==> src/rtl/core/gea_pkg.sv <==
`timescale 1ns / 1ps
`default_nettype none
// ----------------------------------------------------------------------------
// gea_pkg
// Shared constants and types for the gather-elements address generator.
// ----------------------------------------------------------------------------
package gea_pkg;

    // Default geometry, handed to the top-level parameters
    localparam int DEF_MAX_DIMS = 4;
    localparam int DEF_EXTENT_W = 16;
    localparam int DEF_ADDR_W   = 32;

    // Fixed field widths
    localparam int CFG_W      = 64;
    localparam int CFG_IDX_W  = 2;
    localparam int AXIS_W     = 2;
    localparam int INDEX_W    = 32;
    localparam int OUT_ADDR_W = 32;

    // Configuration register indexes
    localparam logic [CFG_IDX_W-1:0] CFG_GATHER_AXIS   = 2'd0;
    localparam logic [CFG_IDX_W-1:0] CFG_INDEX_EXTENTS = 2'd1;
    localparam logic [CFG_IDX_W-1:0] CFG_DATA_EXTENTS  = 2'd2;

    // All four extents equal to one
    localparam logic [CFG_W-1:0] EXTENTS_RESET = 64'h0001_0001_0001_0001;

    // Per-item status that rides along the pipeline
    typedef struct packed {
        logic bad;
        logic last;
    } t_flags;

endpackage
`default_nettype wire

==> src/rtl/core/gea_in_if.sv <==
`timescale 1ns / 1ps
`default_nettype none
// ----------------------------------------------------------------------------
// gea_in_if
// Index item channel: valid/ready handshake with index value and restart flag.
// ----------------------------------------------------------------------------
interface gea_in_if import gea_pkg::*; ();

    logic                      valid;
    logic                      ready;
    logic signed [INDEX_W-1:0] index_value;
    logic                      first_item;

    modport source (
        output valid,
        output index_value,
        output first_item,
        input  ready
    );

    modport sink (
        input  valid,
        input  index_value,
        input  first_item,
        output ready
    );

endinterface
`default_nettype wire

==> src/rtl/core/gea_out_if.sv <==
`timescale 1ns / 1ps
`default_nettype none
// ----------------------------------------------------------------------------
// gea_out_if
// Address result channel: valid/ready handshake with addresses and flags.
// ----------------------------------------------------------------------------
interface gea_out_if import gea_pkg::*; ();

    logic                  valid;
    logic                  ready;
    logic [OUT_ADDR_W-1:0] source_address;
    logic [OUT_ADDR_W-1:0] dest_address;
    logic                  index_bad;
    logic                  last_item;

    modport source (
        output valid,
        output source_address,
        output dest_address,
        output index_bad,
        output last_item,
        input  ready
    );

    modport sink (
        input  valid,
        input  source_address,
        input  dest_address,
        input  index_bad,
        input  last_item,
        output ready
    );

endinterface
`default_nettype wire

==> src/rtl/core/gea_odometer.sv <==
`timescale 1ns / 1ps
`default_nettype none
// ----------------------------------------------------------------------------
// gea_odometer
// Input stage: coordinate odometer and linear counter over the index shape.
// ----------------------------------------------------------------------------
module gea_odometer import gea_pkg::*; #(
    parameter int MAX_DIMS = DEF_MAX_DIMS,
    parameter int EXTENT_W = DEF_EXTENT_W,
    parameter int ADDR_W   = DEF_ADDR_W
) (
    input  wire logic                               i_clk,
    input  wire logic                               i_rst_n,
    input  wire logic [MAX_DIMS-1:0][EXTENT_W-1:0]  i_idx_ext,
    input  wire logic                               i_valid,
    output      logic                               o_ready,
    input  wire logic signed [INDEX_W-1:0]          i_index_value,
    input  wire logic                               i_first_item,
    output      logic                               o_valid,
    input  wire logic                               i_ready,
    output      logic signed [INDEX_W-1:0]          o_index_value,
    output      logic [MAX_DIMS-1:0][EXTENT_W-1:0]  o_coord,
    output      logic [ADDR_W-1:0]                  o_dest,
    output      logic                               o_last
);

    localparam int EW1 = EXTENT_W + 1;

    logic                              r_valid;
    logic [MAX_DIMS-1:0][EXTENT_W-1:0] r_coord;
    logic [ADDR_W-1:0]                 r_lin;
    logic signed [INDEX_W-1:0]         r_index;
    logic [MAX_DIMS-1:0][EXTENT_W-1:0] r_item_coord;
    logic [ADDR_W-1:0]                 r_dest;
    logic                              r_last;

    logic [MAX_DIMS-1:0][EXTENT_W-1:0] cur;
    logic [ADDR_W-1:0]                 cur_lin;
    logic [MAX_DIMS-1:0]               room;
    logic                              carry;
    logic [MAX_DIMS-1:0][EXTENT_W-1:0] n_coord;
    logic [ADDR_W-1:0]                 n_lin;
    logic                              n_last;
    logic                              accept;

    assign o_ready = !r_valid || i_ready;
    assign accept  = i_valid && o_ready;

    always_comb begin
        cur     = i_first_item ? '0 : r_coord;
        cur_lin = i_first_item ? '0 : r_lin;
        for (int d = 0; d < MAX_DIMS; d++) begin
            // extent of zero or one counts as finished
            room[d] = (EW1'(cur[d]) + EW1'(1)) < EW1'(i_idx_ext[d]);
        end
        n_last = ~|room;
        carry  = 1'b1;
        for (int d = MAX_DIMS - 1; d >= 0; d--) begin
            if (!carry) begin
                n_coord[d] = cur[d];
            end else if (room[d]) begin
                n_coord[d] = cur[d] + EXTENT_W'(1);
                carry      = 1'b0;
            end else begin
                n_coord[d] = '0;
            end
        end
        n_lin = n_last ? '0 : cur_lin + ADDR_W'(1);
    end

    always_ff @(posedge i_clk) begin
        if (!i_rst_n) begin
            r_valid <= 1'b0;
            r_coord <= '0;
            r_lin   <= '0;
        end else begin
            if (o_ready) begin
                r_valid <= i_valid;
            end
            if (accept) begin
                r_coord <= n_coord;
                r_lin   <= n_lin;
            end
        end
    end

    always_ff @(posedge i_clk) begin
        if (accept) begin
            r_index      <= i_index_value;
            r_item_coord <= cur;
            r_dest       <= cur_lin;
            r_last       <= n_last;
        end
    end

    assign o_valid       = r_valid;
    assign o_index_value = r_index;
    assign o_coord       = r_item_coord;
    assign o_dest        = r_dest;
    assign o_last        = r_last;

endmodule
`default_nettype wire

==> src/rtl/core/gea_index_wrap.sv <==
`timescale 1ns / 1ps
`default_nettype none
// ----------------------------------------------------------------------------
// gea_index_wrap
// Wrap a negative index by the axis extent, flag an index still out of range,
// and replace the axis coordinate of the source position.
// ----------------------------------------------------------------------------
module gea_index_wrap import gea_pkg::*; #(
    parameter int MAX_DIMS = DEF_MAX_DIMS,
    parameter int EXTENT_W = DEF_EXTENT_W,
    parameter int ADDR_W   = DEF_ADDR_W
) (
    input  wire logic                               i_clk,
    input  wire logic                               i_rst_n,
    input  wire logic [AXIS_W-1:0]                  i_axis,
    input  wire logic [MAX_DIMS-1:0][EXTENT_W-1:0]  i_data_ext,
    input  wire logic                               i_valid,
    output      logic                               o_ready,
    input  wire logic signed [INDEX_W-1:0]          i_index_value,
    input  wire logic [MAX_DIMS-1:0][EXTENT_W-1:0]  i_coord,
    input  wire logic [ADDR_W-1:0]                  i_dest,
    input  wire logic                               i_last,
    output      logic                               o_valid,
    input  wire logic                               i_ready,
    output      logic [MAX_DIMS-1:0][EXTENT_W-1:0]  o_coord,
    output      logic [ADDR_W-1:0]                  o_dest,
    output      t_flags                             o_flags
);

    localparam int WRAP_W = INDEX_W + 1;

    logic                              r_valid;
    logic [MAX_DIMS-1:0][EXTENT_W-1:0] r_coord;
    logic [ADDR_W-1:0]                 r_dest;
    t_flags                            r_flags;

    logic                              has_axis;
    logic [EXTENT_W-1:0]               axis_ext;
    logic [WRAP_W-1:0]                 wrapped;
    logic                              bad;
    logic [MAX_DIMS-1:0][EXTENT_W-1:0] n_coord;

    assign o_ready = !r_valid || i_ready;

    always_comb begin
        has_axis = 32'(i_axis) < 32'(MAX_DIMS);
        axis_ext = '0;
        for (int d = 0; d < MAX_DIMS; d++) begin
            if (32'(d) == 32'(i_axis)) begin
                axis_ext = i_data_ext[d];
            end
        end
        wrapped = WRAP_W'(i_index_value)
                + (i_index_value[INDEX_W-1] ? WRAP_W'(axis_ext) : WRAP_W'(0));
        bad = has_axis && (wrapped[WRAP_W-1] ||
                           (wrapped[INDEX_W-1:0] >= INDEX_W'(axis_ext)));
        n_coord = i_coord;
        for (int d = 0; d < MAX_DIMS; d++) begin
            if (has_axis && (32'(d) == 32'(i_axis))) begin
                n_coord[d] = bad ? '0 : wrapped[EXTENT_W-1:0];
            end
        end
    end

    always_ff @(posedge i_clk) begin
        if (!i_rst_n) begin
            r_valid <= 1'b0;
        end else if (o_ready) begin
            r_valid <= i_valid;
        end
    end

    always_ff @(posedge i_clk) begin
        if (i_valid && o_ready) begin
            r_coord      <= n_coord;
            r_dest       <= i_dest;
            r_flags.bad  <= bad;
            r_flags.last <= i_last;
        end
    end

    assign o_valid = r_valid;
    assign o_coord = r_coord;
    assign o_dest  = r_dest;
    assign o_flags = r_flags;

endmodule
`default_nettype wire

==> src/rtl/core/gea_mac_stage.sv <==
`timescale 1ns / 1ps
`default_nettype none
// ----------------------------------------------------------------------------
// gea_mac_stage
// One Horner step of the source offset: acc * extent + coordinate.
// ----------------------------------------------------------------------------
module gea_mac_stage import gea_pkg::*; #(
    parameter int MAX_DIMS = DEF_MAX_DIMS,
    parameter int EXTENT_W = DEF_EXTENT_W,
    parameter int ADDR_W   = DEF_ADDR_W,
    parameter int STAGE    = 0
) (
    input  wire logic                               i_clk,
    input  wire logic                               i_rst_n,
    input  wire logic [EXTENT_W-1:0]                i_ext,
    input  wire logic                               i_valid,
    output      logic                               o_ready,
    input  wire logic [ADDR_W-1:0]                  i_acc,
    input  wire logic [MAX_DIMS-1:0][EXTENT_W-1:0]  i_coord,
    input  wire logic [ADDR_W-1:0]                  i_dest,
    input  wire t_flags                             i_flags,
    output      logic                               o_valid,
    input  wire logic                               i_ready,
    output      logic [ADDR_W-1:0]                  o_acc,
    output      logic [MAX_DIMS-1:0][EXTENT_W-1:0]  o_coord,
    output      logic [ADDR_W-1:0]                  o_dest,
    output      t_flags                             o_flags
);

    localparam bit IS_FINAL = (STAGE == MAX_DIMS - 1);

    logic                              r_valid;
    logic [ADDR_W-1:0]                 r_acc;
    logic [MAX_DIMS-1:0][EXTENT_W-1:0] r_coord;
    logic [ADDR_W-1:0]                 r_dest;
    t_flags                            r_flags;

    logic [ADDR_W-1:0] prod;
    logic [ADDR_W-1:0] n_acc;

    assign o_ready = !r_valid || i_ready;

    always_comb begin
        prod  = i_acc * ADDR_W'(i_ext);
        n_acc = prod + ADDR_W'(i_coord[STAGE]);
        // a bad index points at offset zero
        if (IS_FINAL && i_flags.bad) begin
            n_acc = '0;
        end
    end

    always_ff @(posedge i_clk) begin
        if (!i_rst_n) begin
            r_valid <= 1'b0;
        end else if (o_ready) begin
            r_valid <= i_valid;
        end
    end

    always_ff @(posedge i_clk) begin
        if (i_valid && o_ready) begin
            r_acc   <= n_acc;
            r_coord <= i_coord;
            r_dest  <= i_dest;
            r_flags <= i_flags;
        end
    end

    assign o_valid = r_valid;
    assign o_acc   = r_acc;
    assign o_coord = r_coord;
    assign o_dest  = r_dest;
    assign o_flags = r_flags;

endmodule
`default_nettype wire

==> src/rtl/core/gather_elements_address_generator_top.sv <==
`timescale 1ns / 1ps
`default_nettype none
// ----------------------------------------------------------------------------
// gather_elements_address_generator_top
// GatherElements address generator: source and destination offsets per index.
// ----------------------------------------------------------------------------
// Throughput: one item per cycle while o_out.ready holds; every stage is
// registered with its own valid/ready, so the odometer, the wrap stage and
// the MAX_DIMS multiply-add stages each hold one item and bubbles collapse
// under backpressure.
// Reset (synchronous, active low): axis 0, all extents 1, odometer and linear
// counter at zero, pipeline empty. No clearing pass is needed.
// ----------------------------------------------------------------------------
module gather_elements_address_generator_top import gea_pkg::*; #(
    parameter int MAX_DIMS = DEF_MAX_DIMS,
    parameter int EXTENT_W = DEF_EXTENT_W,
    parameter int ADDR_W   = DEF_ADDR_W
) (
    input  wire logic                 i_clk,
    input  wire logic                 i_rst_n,
    input  wire logic                 i_cfg_we,
    input  wire logic [CFG_IDX_W-1:0] i_cfg_index,
    input  wire logic [CFG_W-1:0]     i_cfg_wdata,
    gea_in_if.sink                    i_in,
    gea_out_if.source                 o_out
);

    // ------------------------------------------------------------------
    // Configuration registers; writes take effect on the next edge
    // ------------------------------------------------------------------
    logic [AXIS_W-1:0] r_axis;
    logic [CFG_W-1:0]  r_index_ext;
    logic [CFG_W-1:0]  r_data_ext;

    always_ff @(posedge i_clk) begin
        if (!i_rst_n) begin
            r_axis      <= '0;
            r_index_ext <= EXTENTS_RESET;
            r_data_ext  <= EXTENTS_RESET;
        end else if (i_cfg_we) begin
            unique case (i_cfg_index)
                CFG_GATHER_AXIS:   r_axis      <= i_cfg_wdata[AXIS_W-1:0];
                CFG_INDEX_EXTENTS: r_index_ext <= i_cfg_wdata;
                CFG_DATA_EXTENTS:  r_data_ext  <= i_cfg_wdata;
                default: begin
                    // unmapped index: drop the write
                end
            endcase
        end
    end

    // ------------------------------------------------------------------
    // Unpack extents, outermost dimension in the highest field. A field
    // that would lie above the packed word reads as zero.
    // ------------------------------------------------------------------
    logic [MAX_DIMS-1:0][EXTENT_W-1:0] idx_ext;
    logic [MAX_DIMS-1:0][EXTENT_W-1:0] data_ext;

    for (genvar d = 0; d < MAX_DIMS; d++) begin : g_unpack
        localparam int SHIFT = (MAX_DIMS - 1 - d) * EXTENT_W;
        if (SHIFT >= CFG_W) begin : g_zero
            assign idx_ext[d]  = '0;
            assign data_ext[d] = '0;
        end else begin : g_field
            assign idx_ext[d]  = EXTENT_W'(r_index_ext >> SHIFT);
            assign data_ext[d] = EXTENT_W'(r_data_ext >> SHIFT);
        end
    end

    // ------------------------------------------------------------------
    // Stage 0: odometer, assigns coordinates and destination offset
    // ------------------------------------------------------------------
    logic                              od_valid;
    logic                              od_ready;
    logic signed [INDEX_W-1:0]         od_index;
    logic [MAX_DIMS-1:0][EXTENT_W-1:0] od_coord;
    logic [ADDR_W-1:0]                 od_dest;
    logic                              od_last;

    gea_odometer #(
        .MAX_DIMS (MAX_DIMS),
        .EXTENT_W (EXTENT_W),
        .ADDR_W   (ADDR_W)
    ) u_odometer (
        .i_clk         (i_clk),
        .i_rst_n       (i_rst_n),
        .i_idx_ext     (idx_ext),
        .i_valid       (i_in.valid),
        .o_ready       (i_in.ready),
        .i_index_value (i_in.index_value),
        .i_first_item  (i_in.first_item),
        .o_valid       (od_valid),
        .i_ready       (od_ready),
        .o_index_value (od_index),
        .o_coord       (od_coord),
        .o_dest        (od_dest),
        .o_last        (od_last)
    );

    // ------------------------------------------------------------------
    // Stage 1: wrap the index and build the source coordinates.
    // Its outputs feed slot 0 of the multiply-add chain.
    // ------------------------------------------------------------------
    logic                              s_valid [MAX_DIMS+1];
    logic                              s_ready [MAX_DIMS+1];
    logic [ADDR_W-1:0]                 s_acc   [MAX_DIMS+1];
    logic [MAX_DIMS-1:0][EXTENT_W-1:0] s_coord [MAX_DIMS+1];
    logic [ADDR_W-1:0]                 s_dest  [MAX_DIMS+1];
    t_flags                            s_flags [MAX_DIMS+1];

    gea_index_wrap #(
        .MAX_DIMS (MAX_DIMS),
        .EXTENT_W (EXTENT_W),
        .ADDR_W   (ADDR_W)
    ) u_index_wrap (
        .i_clk         (i_clk),
        .i_rst_n       (i_rst_n),
        .i_axis        (r_axis),
        .i_data_ext    (data_ext),
        .i_valid       (od_valid),
        .o_ready       (od_ready),
        .i_index_value (od_index),
        .i_coord       (od_coord),
        .i_dest        (od_dest),
        .i_last        (od_last),
        .o_valid       (s_valid[0]),
        .i_ready       (s_ready[0]),
        .o_coord       (s_coord[0]),
        .o_dest        (s_dest[0]),
        .o_flags       (s_flags[0])
    );

    // Horner accumulation starts from zero
    assign s_acc[0] = '0;

    // ------------------------------------------------------------------
    // Stages 2 .. MAX_DIMS+1: source offset by Horner's rule over the
    // data extents, one dimension per stage, outermost first
    // ------------------------------------------------------------------
    for (genvar k = 0; k < MAX_DIMS; k++) begin : g_mac
        gea_mac_stage #(
            .MAX_DIMS (MAX_DIMS),
            .EXTENT_W (EXTENT_W),
            .ADDR_W   (ADDR_W),
            .STAGE    (k)
        ) u_mac (
            .i_clk   (i_clk),
            .i_rst_n (i_rst_n),
            .i_ext   (data_ext[k]),
            .i_valid (s_valid[k]),
            .o_ready (s_ready[k]),
            .i_acc   (s_acc[k]),
            .i_coord (s_coord[k]),
            .i_dest  (s_dest[k]),
            .i_flags (s_flags[k]),
            .o_valid (s_valid[k+1]),
            .i_ready (s_ready[k+1]),
            .o_acc   (s_acc[k+1]),
            .o_coord (s_coord[k+1]),
            .o_dest  (s_dest[k+1]),
            .o_flags (s_flags[k+1])
        );
    end

    // ------------------------------------------------------------------
    // Result: the last multiply-add register is the output register.
    // Offsets wrap at ADDR_W bits, then fit the 32-bit result fields.
    // ------------------------------------------------------------------
    assign s_ready[MAX_DIMS]    = o_out.ready;
    assign o_out.valid          = s_valid[MAX_DIMS];
    assign o_out.source_address = OUT_ADDR_W'(s_acc[MAX_DIMS]);
    assign o_out.dest_address   = OUT_ADDR_W'(s_dest[MAX_DIMS]);
    assign o_out.index_bad      = s_flags[MAX_DIMS].bad;
    assign o_out.last_item      = s_flags[MAX_DIMS].last;

endmodule
`default_nettype wire

==> src/flat_wrapper.sv <==
// flat-port wrapper written by rule: the top's interface ports become plain ports
module gather_elements_address_generator_top_flat import gea_pkg::*;
#(
    parameter int MAX_DIMS = DEF_MAX_DIMS,
    parameter int EXTENT_W = DEF_EXTENT_W,
    parameter int ADDR_W   = DEF_ADDR_W
)
  (i_clk, i_rst_n, i_cfg_we, i_cfg_index, i_cfg_wdata, i_in_valid, i_in_index_value, i_in_first_item, i_in_ready, o_out_valid, o_out_source_address, o_out_dest_address, o_out_index_bad, o_out_last_item, o_out_ready);
  gea_in_if i_in_i ();
  gea_out_if o_out_i ();
  input  wire logic i_clk;
  input  wire logic i_rst_n;
  input  wire logic i_cfg_we;
  input  wire logic [CFG_IDX_W-1:0] i_cfg_index;
  input  wire logic [CFG_W-1:0] i_cfg_wdata;
  input wire logic [$bits(i_in_i.valid)-1:0] i_in_valid;
  input wire logic [$bits(i_in_i.index_value)-1:0] i_in_index_value;
  input wire logic [$bits(i_in_i.first_item)-1:0] i_in_first_item;
  output wire logic [$bits(i_in_i.ready)-1:0] i_in_ready;
  output wire logic [$bits(o_out_i.valid)-1:0] o_out_valid;
  output wire logic [$bits(o_out_i.source_address)-1:0] o_out_source_address;
  output wire logic [$bits(o_out_i.dest_address)-1:0] o_out_dest_address;
  output wire logic [$bits(o_out_i.index_bad)-1:0] o_out_index_bad;
  output wire logic [$bits(o_out_i.last_item)-1:0] o_out_last_item;
  input wire logic [$bits(o_out_i.ready)-1:0] o_out_ready;
  assign i_in_i.valid = i_in_valid;
  assign i_in_i.index_value = i_in_index_value;
  assign i_in_i.first_item = i_in_first_item;
  assign i_in_ready = i_in_i.ready;
  assign o_out_valid = o_out_i.valid;
  assign o_out_source_address = o_out_i.source_address;
  assign o_out_dest_address = o_out_i.dest_address;
  assign o_out_index_bad = o_out_i.index_bad;
  assign o_out_last_item = o_out_i.last_item;
  assign o_out_i.ready = o_out_ready;
  gather_elements_address_generator_top #(.MAX_DIMS(MAX_DIMS), .EXTENT_W(EXTENT_W), .ADDR_W(ADDR_W)) u_core (.i_clk(i_clk), .i_rst_n(i_rst_n), .i_cfg_we(i_cfg_we), .i_cfg_index(i_cfg_index), .i_cfg_wdata(i_cfg_wdata), .i_in(i_in_i), .o_out(o_out_i));
endmodule
==> config.mk <==
export PLATFORM = sky130hd
export DESIGN_NAME = gather_elements_address_generator_top_flat
export DESIGN_NICKNAME = d
export VERILOG_FILES = /design/src/rtl/core/gea_pkg.sv /design/src/rtl/core/gea_in_if.sv /design/src/rtl/core/gea_out_if.sv /design/src/rtl/core/gea_odometer.sv /design/src/rtl/core/gea_index_wrap.sv /design/src/rtl/core/gea_mac_stage.sv /design/src/rtl/core/gather_elements_address_generator_top.sv /design/src/flat_wrapper.sv
export SDC_FILE = /design/constraint.sdc
export NUM_CORES = 2
export LEC_CHECK = 0
export ABC_AREA = 1
export BUFFER_PORTS_ARGS = -buffer_cell sky130_fd_sc_hd__buf_2
export CORE_MARGIN = 4
export CORE_UTILIZATION = 40
export CTS_CLUSTER_DIAMETER = 100
export DETAILED_ROUTE_END_ITERATION = 16
export REMOVE_ABC_BUFFERS = 1
export SLEW_MARGIN = 20
export SYNTH_ARGS = -nofsm -noshare
export SYNTH_HDL_FRONTEND = slang
export SYNTH_SLANG_ARGS = --single-unit
==> constraint.sdc <==
create_clock -name i_clk -period 7.77 [get_ports i_clk]
set_input_delay 0.3885 -clock i_clk [delete_from_list [all_inputs] [get_ports i_clk]]
set_output_delay 0.3885 -clock i_clk [all_outputs]
set_load 0.05 [all_outputs]
# After elaboration in Yosys (flattened, before gate mapping)

Cells that the tools add are included.

Register bits after elaboration: 803
Input port bits: 104

Add/subtract/negate cells: 13
Equality and inequality tests: 5
Multipliers: 3
Muxes and demuxes: 25
Reduce and logical (&&, ||, !) cells: 26
$lt $le $gt $ge: 5

Operators with widths:

| cell                  | count |
|---|---|
| $mux 16               | 17 |
| $add 32x16->32        | 3 |
| $add 16x1->17 const B | 4 |
| $lt 17x16->1          | 4 |
| $add 16x1->16 const B | 4 |
| $mul 32x16->32        | 2 |
| $mux 32               | 2 |
| $mux 64               | 1 |
| $add 32x17->33        | 1 |
| $add 32x1->32 const B | 1 |
| $ge 32x16->1          | 1 |
| $mul 16x16->32        | 1 |
| $logic_not 1->1       | 7 |
| $logic_or 1x1->1      | 7 |
| $logic_and 1x1->1     | 6 |
| $reduce_and 2->1      | 3 |
| $mux 1                | 5 |
| $eq 2x2->1 const A    | 2 |
| $logic_not 2->1       | 2 |
| $reduce_or 4->1       | 1 |
| $eq 1x2->1 const A    | 1 |
| $eq 2x1->1 const B    | 1 |
| $eq 2x2->1 const B    | 1 |

# Depth between registers and ports, before layout

Depth after elaboration: 11
Mapped depth: 30
Mapped depth without buffers: 28

# Cells and area by module

From an unflattened synthesis, not the netlist that was laid out.

Cells, all modules: 10976
Area, all modules: 92650.1 µm²

By module, submodules not included:

| module                                | cells an instance | times used | area an instance (µm²) |
|---|---|---|---|
| gea_mac_stage (u_core.g_mac[3].u_mac) | 1972              | 1          | 17170.2 |
| gea_mac_stage (u_core.g_mac[0].u_mac) | 1945              | 1          | 17086.4 |
| gea_mac_stage (u_core.g_mac[1].u_mac) | 1927              | 1          | 17006.3 |
| gea_mac_stage (u_core.g_mac[2].u_mac) | 1930              | 1          | 17003.8 |
| gea_odometer                          | 1533              | 1          | 12431.9 |
| gea_index_wrap                        | 854               | 1          | 6665.1 |
| gather_elements_address_generator_top | 815               | 1          | 5286.3 |

# Worst setup path after synthesis

No wires, ideal clock.

Kind: register to register
From: reg u_core.g_mac[3].u_mac.r_valid
To: reg u_core.u_odometer.r_item_coord (netlist bit u_core.u_odometer.o_coord[0]) (enable)
Path buffers: 2
Setup time: 0.544 ns
Cell stages (with the launch flop): 16
Path slack: 1.555 ns
Clock period less this slack: 6.215 ns
Arrival time: 5.672 ns
Cell sequence: dfxtp_1 -> inv_1 -> nor2_1 -> inv_1 -> nor2_1 -> inv_1 -> nor2_1 -> inv_1 -> nor2_1 -> inv_1 -> nor2_1 -> nand2_1 -> nand2_1 -> inv_1 -> clkbuf_1 -> clkbuf_1

Longest elaborated chain between the ends: 8

Ends and longest elaborated chain:

| what                               | line                 | source |
|---|---|---|
| start: declaration                 | gea_mac_stage.sv:32  | `logic r_valid;` |
| start signal: assignment           | gea_mac_stage.sv:56  | `r_valid <= i_valid;` |
| $logic_not 1->1                    | gea_mac_stage.sv:41  | `assign o_ready = !r_valid \|\| i_ready;` |
| $logic_or 1x1->1 (4 in a row)      | gea_mac_stage.sv:41  |  |
| $logic_or 1x1->1                   | gea_index_wrap.sv:43 | `assign o_ready = !r_valid \|\| i_ready;` |
| $logic_or 1x1->1                   | gea_odometer.sv:46   | `assign o_ready = !r_valid \|\| i_ready;` |
| named net i_in_ready               | flat_wrapper.sv:19   | `output wire logic [$bits(i_in_i.ready)-1:0] i_in_ready;` |
| $logic_and 1x1->1                  | gea_odometer.sv:47   | `assign accept = i_valid && o_ready;` |
| named net u_core.u_odometer.accept | gea_odometer.sv:44   | `logic accept;` |
| end signal: assignment             | gea_odometer.sv:90   | `r_item_coord <= cur;` |
| end: declaration                   | gea_odometer.sv:33   | `logic [MAX_DIMS-1:0][EXTENT_W-1:0] r_item_coord;` |

The timed path passes the listed nets, and every way through them passes these cells.
A chain may end at the register's enable or synchronous reset.

==> impl_metrics.tcl <==
set metrics [dict create \
    hold_path.startpoint "i_cfg_wdata[30]" \
    worstHoldPathCells 3 \
    cpPeakStageDelay_ns 0.89 \
    globalplace.congestion 0.944 \
    cellPowerDensity_nw_per_um2 179 \
    clkSinkCount 803 \
    numCtsBuffers 87 \
    drc 0 \
    hold_violations 0 \
    die_y_um 421 \
    slowest_stage "nor2_1" \
    die_w_um 421 \
    placedInstanceArea_um2 71000 \
    multi_input_area_um2 37500 \
    power_mw 13.3 \
    num_io_pins 172 \
    initial_utilization_pct 40.3 \
    worstSetupEndpointType "register" \
    antenna_found_initial 9 \
    fin_crit_ns 7.14 \
    status "finished, final reports clean" \
    yosys-top-cells-count "2007 x inv_1, 1966 x nand2_1, 849 x fa_1" \
    reg2reg_to "u_core.u_index_wrap.o_coord[15]" \
    first_pass_iters 6 \
    min_to "u_core.r_data_ext[30]" \
    setup_viol 0 \
    cts_setup_buffers 0 \
    postRouteAntennaNets 0 \
    ys_warn_count 0 \
    hpwl_um 143000 \
    ys_seq_elements 803 \
    clockBufferDepth 3 \
    cts.htree.levels 3 \
    syn_avg_cell_area_um2 8.70 \
    die-area_um2 177000 \
    clk_pin_slew_ns 0.06 \
    grt_pass1_wl_um 288000 \
    coreArea_um2 169000 \
    cpMostUsedCell "nand2_1" \
    peakVddDrop_v 0.000203 \
    place_inst 9945 \
    finalNonFillerCells 10200 \
    wl_per_cell_um 17.9 \
    portBuffers 171 \
    syn-instance-count 7842 \
    area_growth_pct 9.20 \
    worstSetupPathType "register to register" \
    synth_area_um2 68300 \
    hold_buffers 65 \
    post-route-util_pct 44.0 \
    ys.flop_type "edfxtp_1" \
    synth_edf_count 571 \
    design_area_um2 74500 \
    hold_path.class "primary input to register" \
    synthArstFlopShare_pct 0 \
    cp_top_family "simple AND/OR/NAND/NOR gates" \
    fillCellCount 16400 \
    seq_area_um2 21800 \
    grt_max_degree 141 \
    finalSetupTns_ns 0 \
    drv_cap 0 \
    crit-reg2reg-launch "u_core.r_axis[0]" \
    ctsResizeCount 0 \
    p_leak_nw 36.9 \
    synth_cell_types 58 \
    synth_top_cell_area_share_pct 25.1 \
    path_cells "nand2_1 -> buf_4 -> inv_1 -> nand2_1 -> nand2_1 -> inv_1 -> nor2_1 -> ha_1 -> nand2_1 -> nor2_1 -> nand2_1 -> nand3_1 -> xor2_1 -> ha_1 -> a21oi_1 -> nor2_1 -> nor2_1 -> nand3_1 -> a221oi_1 -> nand4_2 -> nor2_1 -> nand2_1 -> nand2_1" \
    crit_buf_inv 3 \
    fin_nets 9204 \
    cts_tree "built" \
    track_usage_pct 20.5 \
    fmax_mhz 140 \
    drive_gt1_share_pct 5.64 \
    period_share_pct 91.9 \
    reg2reg_depth 23 \
    critPathArrivalTime_ns 7.63 \
    worst_pin_slew_ns 1.14 \
    num_antenna_cells 0 \
    rows 151 \
    avgViaCountPerCell 4.87 \
    wl_um 182000 \
    slew_headroom_pct 23.7 \
    gr-total-overflow 0 \
    cts_root_buf "clkbuf_16" \
    grt_setup_unrepaired "no" \
    drtIter0Drc 3999 \
    worst_setup_path_start_kind "register" \
    required_ns 8.26 \
    finClkSkew_ns 0.0501 \
    ys_top_cells_by_area "edfxtp_1 25%, fa_1 25%, inv_1 11%" \
    r2r_slack_ns 0.63 \
    drv_slew 0 \
    synth.largest_area_cell "edfxtp_1" \
    grt_pass1_vias 50900 \
    critPathMaxFanout 21 \
    num_vias 49600 \
    ys_seq_area_share_pct 31.9 \
    clock_latency_ns 0.70 \
    synth.most_common_cell "inv_1" \
]
==> power by group <==
part	total (mW)	switching, mW	internal [mW]
clock	4.16	1.80	2.36
sequential	5.09	0.213	4.87
combinational	4.08	2.59	1.49
==> worst reg2reg max path: stages (launching register included) <==
cell      delay, ns
dfxtp_1        0.76
nand2_1        0.12
buf_4          0.23
inv_1          0.82
nand2_1        0.45
nand2_1        0.19
inv_1          0.18
nor2_1         0.15
ha_1           0.24
nand2_1        0.13
nor2_1         0.22
nand2_1        0.09
nand3_1        0.17
xor2_1         0.33
ha_1           0.32
a21oi_1        0.17
nor2_1         0.06
nor2_1         0.10
nand3_1        0.10
a221oi_1       0.30
nand4_2        0.56
nor2_1         0.89
nand2_1        0.10
nand2_1        0.25
==> how the worst max path moves through the flow <==
stage	from	endpoint	cells after the start
floorplan	u_core.g_mac[3].u_mac.o_valid	u_core.u_odometer.r_coord[47]	15
global placement	u_core.r_axis[0]	u_core.u_index_wrap.o_coord[53]	25
detailed placement	u_core.r_axis[0]	u_core.u_index_wrap.o_coord[53]	25
CTS	u_core.r_axis[0]	u_core.u_index_wrap.o_coord[53]	25
global route	u_core.r_axis[0]	u_core.u_index_wrap.o_coord[15]	25
finish	u_core.r_axis[0]	u_core.u_index_wrap.o_coord[15]	23
==> layout by cell type, fill, tap and decap left out, types with 4 or more instances in the layout <==
cell           count
buf_4             67
clkbuf_1          25
nand3b_1           7
clkbuf_16         88
inv_4              4
nor2_1           250
o211ai_1          12
clkinv_2          14
buf_2            170
nand4_1           32
dlygate4sd3_1     65
inv_1           2002
o21a_1            15
o21ai_0          235
nand2_2           10
nand2_1         1965
a21o_1            12
ha_1             369
edfxtp_1         571
xor2_1           133
nor2_4             9
a21oi_1          415
o21bai_1           6
nor3_1            38
nand3_2            6
bufinv_16          6
clkinv_1          13
inv_6              6
dfxtp_1          231
a31oi_1            7
nand3_1          143
nor4_1             7
clkbuf_8           4
nor2_2            27
fa_1             849
clkinvlp_4         4
xnor2_1           67
o221ai_1          19
==> final cells by class <==
cell class | instances | share of cell area (%)
flip-flops and latches | 803 | 29.2
inverters | 2014 | 10.2
multi-input cells | 4672 | 50.3
well taps | 2218 | 3.72
clock buffers | 117 | 3.15
clock inverters | 46 | 0.695
repair buffers | 304 | 2.74
==> state kept, by name (all words and copies together) (netlist names), 64 cells and up <==
register,flops
u_core.g_mac.u_mac.o_dest,128
u_core.g_mac.u_mac.o_acc,112
u_core.g_mac.u_mac.o_coord,96
u_core.r_data_ext,64
u_core.r_index_ext,64
u_core.u_index_wrap.o_coord,64
u_core.u_odometer.o_coord,64
u_core.u_odometer.r_coord,64
==> logic make-up after synthesis <==
| family | count (synthesis) | share of synthesized area (%) |
|---|---|---|
| simple gates | 2514 | 14.8 |
| buf+inv | 2367 | 13.2 |
| fa+ha+maj | 1218 | 31.7 |
| flops | 803 | 31.9 |
| compound gates | 739 | 5.78 |
| xor+xnor | 201 | 2.59 |
==> stage by stage <==
step / hold WS [ns] / setup slack (ns)
after floorplan: 0.400 / 0.443
after global placement: 0.402 / 0.732
after detailed placement: 0.405 / 0.787
after CTS: 0.00287 / 0.732
after global routing: 0.0239 / 0.290
final: 0.0374 / 0.627
==> metal layers <==
layer / routed length [um] / global-route usage [%]
met1: 77900 / 27.1
met2: 85700 / 34.1
met3: 11100 / 3.28
met4: 7330 / 7.32
met5: 0 / 0
Note: power is estimated with default switching activity, not from simulation.
